`config.mk`:
```
export PLATFORM = sky130hd
export DESIGN_NAME = noise_interval_statistics_unit
export DESIGN_NICKNAME = d
export VERILOG_FILES = /design/src/hdl/nis_pkg.sv /design/src/hdl/noise_interval_statistics_unit.sv
export SDC_FILE = /design/constraint.sdc
export NUM_CORES = 2
export LEC_CHECK = 0
export BUFFER_PORTS_ARGS = -buffer_cell sky130_fd_sc_hd__buf_2
export CORE_MARGIN = 2
export CORE_UTILIZATION = 24
export CTS_CLUSTER_SIZE = 8
export DETAILED_ROUTE_END_ITERATION = 10
export PLACE_DENSITY_LB_ADDON = 0.25
export SYNTH_ARGS = -nofsm -noshare
export SYNTH_HDL_FRONTEND = slang
export SYNTH_SLANG_ARGS = --single-unit
```
`constraint.sdc`:
```
create_clock -name clk -period 24 [get_ports clk]
set_input_delay 7.2 -clock clk [delete_from_list [all_inputs] [get_ports clk]]
set_output_delay 7.2 -clock clk [all_outputs]
set_load 0.1 [all_outputs]
```
`src/hdl/nis_pkg.sv`:
```
// Widths, operation codes and item layouts of the noise interval statistics unit.
`default_nettype none

package nis_pkg;

	localparam int SAMPLE_BITS = 16;
	localparam int COUNT_BITS  = 20;
	localparam int OP_BITS     = 3;
	localparam int LOC_BITS    = 16;
	localparam int SUM_BITS    = SAMPLE_BITS + COUNT_BITS;
	localparam int SQ_RAW_BITS = 2 * SAMPLE_BITS - 1 + COUNT_BITS;
	localparam int SQ_BITS     = (SQ_RAW_BITS > 64) ? 64 : SQ_RAW_BITS;

	// Operation codes carried in the tuser field of an input item; the spare codes change nothing.
	typedef enum logic [OP_BITS-1:0] {
		OP_ADD        = 3'd0,
		OP_CHECKPOINT = 3'd1,
		OP_RESTORE    = 3'd2,
		OP_END        = 3'd3,
		OP_START      = 3'd4,
		OP_SPARE5     = 3'd5,
		OP_SPARE6     = 3'd6,
		OP_SPARE7     = 3'd7
	} op_t;

	// Input item data layout; the op travels in tuser.
	localparam int I_VALUE   = 0;
	localparam int I_LOC     = I_VALUE + SAMPLE_BITS;
	localparam int IN_BITS   = I_LOC + LOC_BITS;
	localparam int IN_TDATA  = ((IN_BITS + 7) / 8) * 8;

	// Result item layout.
	localparam int O_LEFT    = 0;
	localparam int O_RIGHT   = O_LEFT + LOC_BITS;
	localparam int O_PEAK    = O_RIGHT + LOC_BITS;
	localparam int O_FLOOR   = O_PEAK + SAMPLE_BITS;
	localparam int O_SUM     = O_FLOOR + SAMPLE_BITS;
	localparam int O_SQ      = O_SUM + SUM_BITS;
	localparam int O_MAXC    = O_SQ + SQ_BITS;
	localparam int O_MINC    = O_MAXC + COUNT_BITS;
	localparam int O_CNT     = O_MINC + COUNT_BITS;
	localparam int O_TENT    = O_CNT + COUNT_BITS;
	localparam int O_END     = O_TENT + 1;
	localparam int OUT_BITS  = O_END + 1;
	localparam int OUT_TDATA = ((OUT_BITS + 7) / 8) * 8;

endpackage

`default_nettype wire

```
`src/hdl/noise_interval_statistics_unit.sv`:
```
// Top level of the noise interval statistics unit: input register, statistic sets and result register.
//
// The unit takes one item per clock cycle unless the result side stalls, and returns one result
// item for each item, showing the committed statistics after that item. An accepted item waits in
// the input register, where the square of its sample, the statistic set update and the result are
// computed; when it moves on, the statistic sets and the result register are written together.
// The rate of one item per cycle is set by that single update step, which reads and writes the
// statistic sets in the same step. Back pressure on the result side holds both registers; the
// unit still accepts an item while a result waits as long as the input register is empty.
// Reset puts both statistic sets in their empty state.
`default_nettype none

module noise_interval_statistics_unit
	import nis_pkg::*;
(
	input  wire logic                 clk,
	input  wire logic                 arst_n,
	input  wire logic                 s_tvalid,
	output logic                      s_tready,
	// Fields from bit 0 up: value, location.
	input  wire logic [IN_TDATA-1:0]  s_tdata,
	// Fields from bit 0 up: op.
	input  wire logic [OP_BITS-1:0]   s_tuser,
	output logic                      m_tvalid,
	input  wire logic                 m_tready,
	// Fields from bit 0 up: left_edge, right_edge, peak_value, floor_value, sample_sum,
	// square_sum, maxima_count, minima_count, samples_count, tentative_active,
	// interval_ended, zero fill.
	output logic [OUT_TDATA-1:0]      m_tdata
);

	typedef struct packed {
		logic [LOC_BITS-1:0]    left;
		logic [SAMPLE_BITS-1:0] peak;
		logic [SAMPLE_BITS-1:0] floor_v;
		logic [SUM_BITS-1:0]    sum;
		logic [SQ_BITS-1:0]     sq;
		logic [COUNT_BITS-1:0]  maxc;
		logic [COUNT_BITS-1:0]  minc;
		logic [COUNT_BITS-1:0]  cnt;
	} stat_t;

	localparam logic [SAMPLE_BITS-1:0] PEAK_EMPTY  = {1'b1, {(SAMPLE_BITS-1){1'b0}}};
	localparam logic [SAMPLE_BITS-1:0] FLOOR_EMPTY = {1'b0, {(SAMPLE_BITS-1){1'b1}}};
	localparam stat_t STAT_EMPTY = '{
		left: '0, peak: PEAK_EMPTY, floor_v: FLOOR_EMPTY, sum: '0, sq: '0,
		maxc: '0, minc: '0, cnt: '0
	};

	// Saturating count step.
	function automatic logic [COUNT_BITS-1:0] count_up(input logic [COUNT_BITS-1:0] c);
		return (&c) ? c : c + 1'b1;
	endfunction

	// Pipeline control.
	logic v_s1, out_valid_q;
	logic out_load, s1_open, s1_move, in_take;

	assign out_load = !out_valid_q || m_tready;
	assign s1_open  = !v_s1 || out_load;
	assign s1_move  = v_s1 && out_load;
	assign s_tready = s1_open;
	assign in_take  = s_tvalid && s_tready;
	assign m_tvalid = out_valid_q;

	always_ff @(posedge clk or negedge arst_n) begin
		if (!arst_n) begin
			v_s1        <= 1'b0;
			out_valid_q <= 1'b0;
		end else begin
			if (s1_open) begin
				v_s1 <= s_tvalid;
			end
			if (out_load) begin
				out_valid_q <= v_s1;
			end
		end
	end

	// Input register.
	logic [OP_BITS-1:0]     op_s1;
	logic [SAMPLE_BITS-1:0] value_s1;
	logic [LOC_BITS-1:0]    loc_s1;

	always_ff @(posedge clk) begin
		if (in_take) begin
			op_s1    <= s_tuser;
			value_s1 <= s_tdata[I_VALUE +: SAMPLE_BITS];
			loc_s1   <= s_tdata[I_LOC +: LOC_BITS];
		end
	end

	// Square of the sample: never negative and fits 2*SAMPLE_BITS-1 bits.
	logic signed [2*SAMPLE_BITS-1:0] square;

	assign square = $signed(value_s1) * $signed(value_s1);

	// Statistic state.
	stat_t                  com_q, ten_q;
	logic [LOC_BITS-1:0]    right_q;
	logic [SAMPLE_BITS-1:0] last_q;
	logic                   rising_q, tent_q, ended_q;

	stat_t                  com_d, ten_d, sel, upd;
	logic [LOC_BITS-1:0]    right_d;
	logic [SAMPLE_BITS-1:0] last_d;
	logic                   rising_d, tent_d, ended_d;
	logic [SUM_BITS:0]      sum_w;
	logic [SQ_BITS:0]       sq_w;
	logic [OUT_TDATA-1:0]   out_word;

	// Sample added to the set that is currently active.
	always_comb begin
		sel = tent_q ? ten_q : com_q;
		upd = sel;
		rising_d = rising_q;
		upd.left = loc_s1;
		if ($signed(value_s1) > $signed(sel.peak)) begin
			upd.peak = value_s1;
		end
		if ($signed(value_s1) < $signed(sel.floor_v)) begin
			upd.floor_v = value_s1;
		end
		sum_w = {sel.sum[SUM_BITS-1], sel.sum}
			+ {{(SUM_BITS+1-SAMPLE_BITS){value_s1[SAMPLE_BITS-1]}}, value_s1};
		if (sum_w[SUM_BITS] != sum_w[SUM_BITS-1]) begin
			upd.sum = {sum_w[SUM_BITS], {(SUM_BITS-1){~sum_w[SUM_BITS]}}};
		end else begin
			upd.sum = sum_w[SUM_BITS-1:0];
		end
		sq_w = {1'b0, sel.sq} + (SQ_BITS+1)'(square[2*SAMPLE_BITS-2:0]);
		upd.sq = sq_w[SQ_BITS] ? {SQ_BITS{1'b1}} : sq_w[SQ_BITS-1:0];
		if (rising_q) begin
			if ($signed(value_s1) < $signed(last_q)) begin
				rising_d = 1'b0;
				upd.maxc = count_up(sel.maxc);
			end
		end else if ($signed(value_s1) > $signed(last_q)) begin
			rising_d = 1'b1;
			upd.minc = count_up(sel.minc);
		end
		upd.cnt = count_up(sel.cnt);
	end

	// Next state for each op.
	always_comb begin
		com_d   = com_q;
		ten_d   = ten_q;
		right_d = right_q;
		last_d  = last_q;
		tent_d  = tent_q;
		ended_d = ended_q;
		unique case (op_s1)
			OP_ADD: begin
				if (!ended_q) begin
					if (tent_q) begin
						ten_d = upd;
					end else begin
						com_d = upd;
					end
					last_d = value_s1;
				end
			end
			OP_CHECKPOINT: begin
				if (!tent_q && !ended_q) begin
					ten_d  = com_q;
					tent_d = 1'b1;
				end
			end
			OP_RESTORE: begin
				if (tent_q && !ended_q) begin
					com_d  = ten_q;
					tent_d = 1'b0;
				end
			end
			OP_END: begin
				ended_d = 1'b1;
			end
			OP_START: begin
				com_d      = STAT_EMPTY;
				com_d.left = loc_s1;
				ten_d      = STAT_EMPTY;
				ten_d.left = loc_s1;
				right_d    = loc_s1;
				last_d     = value_s1;
				tent_d     = 1'b0;
				ended_d    = 1'b0;
			end
			default: begin
			end
		endcase
	end

	// The rising flag changes only when a sample is really added or an interval starts.
	logic rising_n;
	always_comb begin
		rising_n = rising_q;
		if (op_s1 == OP_ADD && !ended_q) begin
			rising_n = rising_d;
		end else if (op_s1 == OP_START) begin
			rising_n = 1'b0;
		end
	end

	always_ff @(posedge clk or negedge arst_n) begin
		if (!arst_n) begin
			com_q    <= STAT_EMPTY;
			ten_q    <= STAT_EMPTY;
			right_q  <= '0;
			last_q   <= '0;
			rising_q <= 1'b0;
			tent_q   <= 1'b0;
			ended_q  <= 1'b0;
		end else if (s1_move) begin
			com_q    <= com_d;
			ten_q    <= ten_d;
			right_q  <= right_d;
			last_q   <= last_d;
			rising_q <= rising_n;
			tent_q   <= tent_d;
			ended_q  <= ended_d;
		end
	end

	// Result item from the committed set after the op.
	always_comb begin
		out_word = '0;
		out_word[O_LEFT  +: LOC_BITS]    = com_d.left;
		out_word[O_RIGHT +: LOC_BITS]    = right_d;
		out_word[O_PEAK  +: SAMPLE_BITS] = com_d.peak;
		out_word[O_FLOOR +: SAMPLE_BITS] = com_d.floor_v;
		out_word[O_SUM   +: SUM_BITS]    = com_d.sum;
		out_word[O_SQ    +: SQ_BITS]     = com_d.sq;
		out_word[O_MAXC  +: COUNT_BITS]  = com_d.maxc;
		out_word[O_MINC  +: COUNT_BITS]  = com_d.minc;
		out_word[O_CNT   +: COUNT_BITS]  = com_d.cnt;
		out_word[O_TENT]                 = tent_d;
		out_word[O_END]                  = ended_d;
	end

	logic [OUT_TDATA-1:0] out_data_q;

	always_ff @(posedge clk) begin
		if (s1_move) begin
			out_data_q <= out_word;
		end
	end

	assign m_tdata = out_data_q;

endmodule

`default_nettype wire

```
After elaboration in Yosys (flattened, before gate mapping). Index checks and enable logic that the tools add are counted.

Bits of input ports: 39. Register bits: 675.

Bitwise gates (word level): 1. Magnitude comparators: 4. Reduce and logical (&&, ||, !) cells: 21. Multiplexer cells: 32. Multiply operators: 1. Equal/unequal tests: 8. Add/sub/neg operators: 5.

Operators by type and width (count): $mux 195 (6); $pmux 195 s3 (2); $mux 179 (1); $mux 20 (7); $mux 16 (4); $add 20x1->20 const B (3); $reduce_and 20->1 (3); $add 51x31->52 (1); $mux 51 (1); $add 36x16->37 (1); $mux 36 (1); $gt 16x16->1 (2); $lt 16x16->1 (2); $pmux 16 s2 (1); $mul 16x16->31 (1); $mux 1 (7); $eq 3x2->1 const B (2); $ne 2x2->1 const B (3); $logic_and 1x1->1 (5); $reduce_and 5->1 (1); $logic_not 1->1 (4); $reduce_bool 2->1 (2); $eq 3x1->1 const B (1); $eq 3x3->1 const B (1); other kinds (9) (10).

Depth between registers and ports, before layout.
Word-level depth: 8. Depth in mapped cells: 35.

Least setup slack after synthesis. OpenSTA, ideal clock, no wires.

Kind: input to output. Start point: in m_tready. End point: out s_tready. Data arrival time: 8.022 ns. Setup slack: 8.778 ns. Path buffers: 0. Stages on the path: 1. Path through: nand3b_1.

Word-level cells in the longest chain between the ends: 2.

RTL lines: from (decl) (line noise_interval_statistics_unit.sv:25) `input wire logic m_tready,`; $logic_or 1x1->1 (line noise_interval_statistics_unit.sv:59) `assign out_load = !out_valid_q || m_tready;`; $logic_or 1x1->1 (line noise_interval_statistics_unit.sv:60) `assign s1_open = !v_s1 || out_load;`; to (decl) (line noise_interval_statistics_unit.sv:19) `output logic s_tready,`.

No other way between the ends.

Worst setup path after layout. Same ends and word-level chain as after synthesis.

==> results.md <==
Outcome:
- The flow ran to the end, and the final reports show no timing, DRC or antenna violations.

Global routing:
- Summed over all layers, the global routing overflow is 0.
- In the global route stage, overall resource usage came out at between 15 and 20%.
- The first global-routing pass estimated ~260000 µm of wire.
- The initial antenna violation count is 5.
- Entering global routing, the biggest net connects between 100 and 150 pins.
- The number of global-route vias before repair is between 40000 and 50000.

Timing:
- For the final routed database, the setup TNS stands at 0 ns.
- The number of max-slew violations in the final report is 0.
- The maximum clock frequency is about 66 MHz.
- The final setup skew is between 0.05 and 0.06 ns.
- The number of hold violations in the final report is 0.
- The pin slew with the least headroom to its limit is ~1.2 ns.
- The worst pin sits at a relative slew slack of between 10% and 20%.
- The final count of negative-setup-slack endpoints is 0.
- Setup repair after global routing left no endpoint under its margin.
- In the finished design, the share of the clock period the worst path needs comes to a little over three fifths.
- The worst hold margin is between 0.4 and 0.5 ns.
- The post-layout minimum cycle time is 15.06 ns.

Placed design:
- The final weighted congestion of routability-driven global placement is about 0.85.
- The count of buffers from port buffering is roughly 250.
- The sum of net half-perimeters after detailed placement is 114000 µm.

Logic synthesis:
- For this run, the number of Yosys warnings is 0.
- In this run the cell area of the synthesized design comes to 0.0484 mm².
- In the synthesized netlist, the number of instances is 5133.
- Among all flip-flop cells after synthesis, the most frequent one is sky130_fd_sc_hd__dfrtp_1.
- In this run, synthesis produced a sequential element count of approximately 680.
- In this run the mean area of a mapped cell was 9.43 µm².
- After synthesis, flip-flops and latches occupy a little under two fifths of the total area.
- After synthesis, the netlist uses between 80 and 90 different library cells.
- The share of synthesized registers carrying an async set or reset is a little over three fifths.
- The synthesized design contains 248 enable-type register cells.

Floorplanning:
- The floorplan step defined a die boundary enclosing just over 0.2 mm².
- The die span in x is 453 µm.
- For this configuration, the core starts out at a cell density of 24.2%.
- The die is between 400 and 500 µm tall.
- The number of cell rows is ~160.
- The top-level port count is roughly 260.
- After floorplanning, the core was sized to cover approximately 0.2 mm².

Clock network:
- The number of buffers on the longest clock path is 3.
- The clock tree from TritonCTS is built.
- In this run, post-CTS repair resized a total of 0 instances.
- The latest clock arrival within the worst-skew pair is between 0.7 and 0.8 ns.
- The setup fix buffers added after clock tree synthesis is 0.
- The count of hold-fix buffers inserted at cts is 0.
- The TritonCTS buffer count is a little under 100.
- The H-tree depth is 3.
- Clock-pin slew was measured on the worst setup and hold paths at ~0.060 ns.
- In this run the clock root is driven by a sky130_fd_sc_hd__clkbuf_16.
- For this design, the sink count on the clock tree is just under 700.

Route:
- The antenna violation net count after detailed routing is 0.
- Before antenna repair, the detailed router went through 7 iterations.
- The remaining routing DRC violations is 0.
- The number of vias in the routed layout is approximately 41000.
- Summed over all layers, the routed wires come to ~170000 µm.
- The detail-routed via count per cell is roughly 5.
- The count of routing violations after the opening detailed-route iteration is ~3600.
- The post-detailed-route wirelength per cell is 21.9 µm.

Setup path:
- The start point of the critical path is m_tready.
- By startpoint and endpoint, the worst setup path is classified as input pin to primary output.
- The critical path ends at s_tready.
- STA classifies the critical path endpoint as a primary output.
- The terminus of the critical flop-to-flop path is m_tdata[112].
- The maximum fanout encountered on the critical timing path is 3.
- The worst register-to-register path has a depth of 29.
- For flop-to-flop paths, the worst setup slack is ~13 ns.
- The startpoint of the worst-slack reg-to-reg timing path is value_s1[15].
- The required time of the worst setup path is 16.80 ns.
- The data arrival time of the critical path is around 8 ns.
- STA classifies the critical path startpoint as an input pin.

Final layout:
- The most common cell after layout, fill and taps aside is sky130_fd_sc_hd__nand2_1.
- In the final design database the tool counted between 5000 and 6000 nets.
- The share of post-route cells with drive strength above 1 is 13.7%.
- After filler insertion, the fill cell instance count of the layout stands at 21209.
- The library cells used most frequently in the layout, excluding fill and tap cells, are 439 x sky130_fd_sc_hd__nand2_1, 436 x sky130_fd_sc_hd__o21ai_0, 396 x sky130_fd_sc_hd__inv_1.
- The area growth from synthesis to layout is 14.4%.

Job:
- Max-cap violations in this run came to 0.

Min path:
- The worst min-delay path category is register to register.
## worst max-delay path: stages
cell,delay (ns)
sky130_fd_sc_hd__buf_2,0.08
sky130_fd_sc_hd__nand3b_1,0.13
sky130_fd_sc_hd__buf_2,0.44
## cell usage after synthesis, types with 50 or more instances
master,instances,area share [%]
sky130_fd_sc_hd__mux2i_1,92,1.9
sky130_fd_sc_hd__mux2_2,171,4.0
sky130_fd_sc_hd__inv_1,397,3.1
sky130_fd_sc_hd__ha_1,210,5.4
sky130_fd_sc_hd__nand3_1,107,1.1
sky130_fd_sc_hd__clkbuf_1,270,2.1
sky130_fd_sc_hd__dfrtp_1,395,20
sky130_fd_sc_hd__a31oi_1,75,0.97
sky130_fd_sc_hd__a22oi_1,207,3.2
sky130_fd_sc_hd__edfxtp_1,248,15
sky130_fd_sc_hd__a21o_1,68,1.1
sky130_fd_sc_hd__and3_1,59,0.76
sky130_fd_sc_hd__xnor2_1,92,1.7
sky130_fd_sc_hd__nor2_1,386,3.0
sky130_fd_sc_hd__fa_1,227,9.4
sky130_fd_sc_hd__o21a_1,50,0.78
sky130_fd_sc_hd__o21ai_0,436,4.5
sky130_fd_sc_hd__a21oi_1,334,3.5
sky130_fd_sc_hd__nor3_1,72,0.74
sky130_fd_sc_hd__nand2_1,444,3.4
## cell families after synthesis
family	share of synthesized area, %
XOR/XNOR	2.44
AO/OA/AOI/OAI	20.5
AND/OR/NAND/NOR	12.7
multiplexers	5.88
buffers and inverters	6.04
adder cells (fa/ha/maj)	14.8
flip-flops	37.6
other	0.00775
## area by class of cell
cell class,count,area [µm²],share of cell area [%]
multi-input combinational,3712,27500,49.6
sequential,675,18200,32.8
tap,2656,3320,6.01
clock buffer,166,2740,4.95
timing repair buffer,343,1960,3.55
inverter,404,1520,2.75
clock inverter,10,141,0.256
antenna,2,5.00,0.00904
## stage by stage
stage	setup slack, ns	util [%]	std cells	cell area [µm²]
3_5_place_dp	8.93	26.2	7790	52500
5_1_grt	8.91	27.7	7967	55300
2_1_floorplan	8.78	-	5135	48400
4_1_cts	8.93	27.7	7966	55300
3_3_place_gp	8.94	26.2	7790	52500
6_report	8.94	27.7	7968	55300
## worst min path at each step
stage | start | endpoint | slack, ns | cells past startpoint
5_1_grt | ten_q[147] | ten_q[147] | 0.51 | 2
4_1_cts | last_q[7] | last_q[7] | 0.48 | 2
3_5_place_dp | last_q[7] | last_q[7] | 0.47 | 2
3_3_place_gp | ten_q[147] | ten_q[147] | 0.46 | 2
6_report | last_q[7] | last_q[7] | 0.48 | 2
2_1_floorplan | last_q[10] | last_q[10] | 0.45 | 2
## sequential cells by signal, summed over array words and instances (netlist names)
signal    cells
value_s1     16
m_tdata     213
right_q      16
op_s1         3
loc_s1       16
ten_q       195
last_q       16
com_q       195
rising_q      1
v_s1          1
m_tvalid      1
ended_q       1
tent_q        1
## per-layer routing
| metal | global-route usage, % | vias up | wire, µm |
|---|---|---|---|
| met5 | 0 | - | 0 |
| met4 | 4.28 | 0 | 4070 |
| met3 | 2.24 | 206 | 9110 |
| met2 | 27.4 | 1191 | 83000 |
| met1 | 22.9 | 20495 | 78600 |
| li1 | - | 18641 | - |
Power is not shown: default switching activity piles up to over one toggle a cycle in this logic, so the estimate is an artifact.
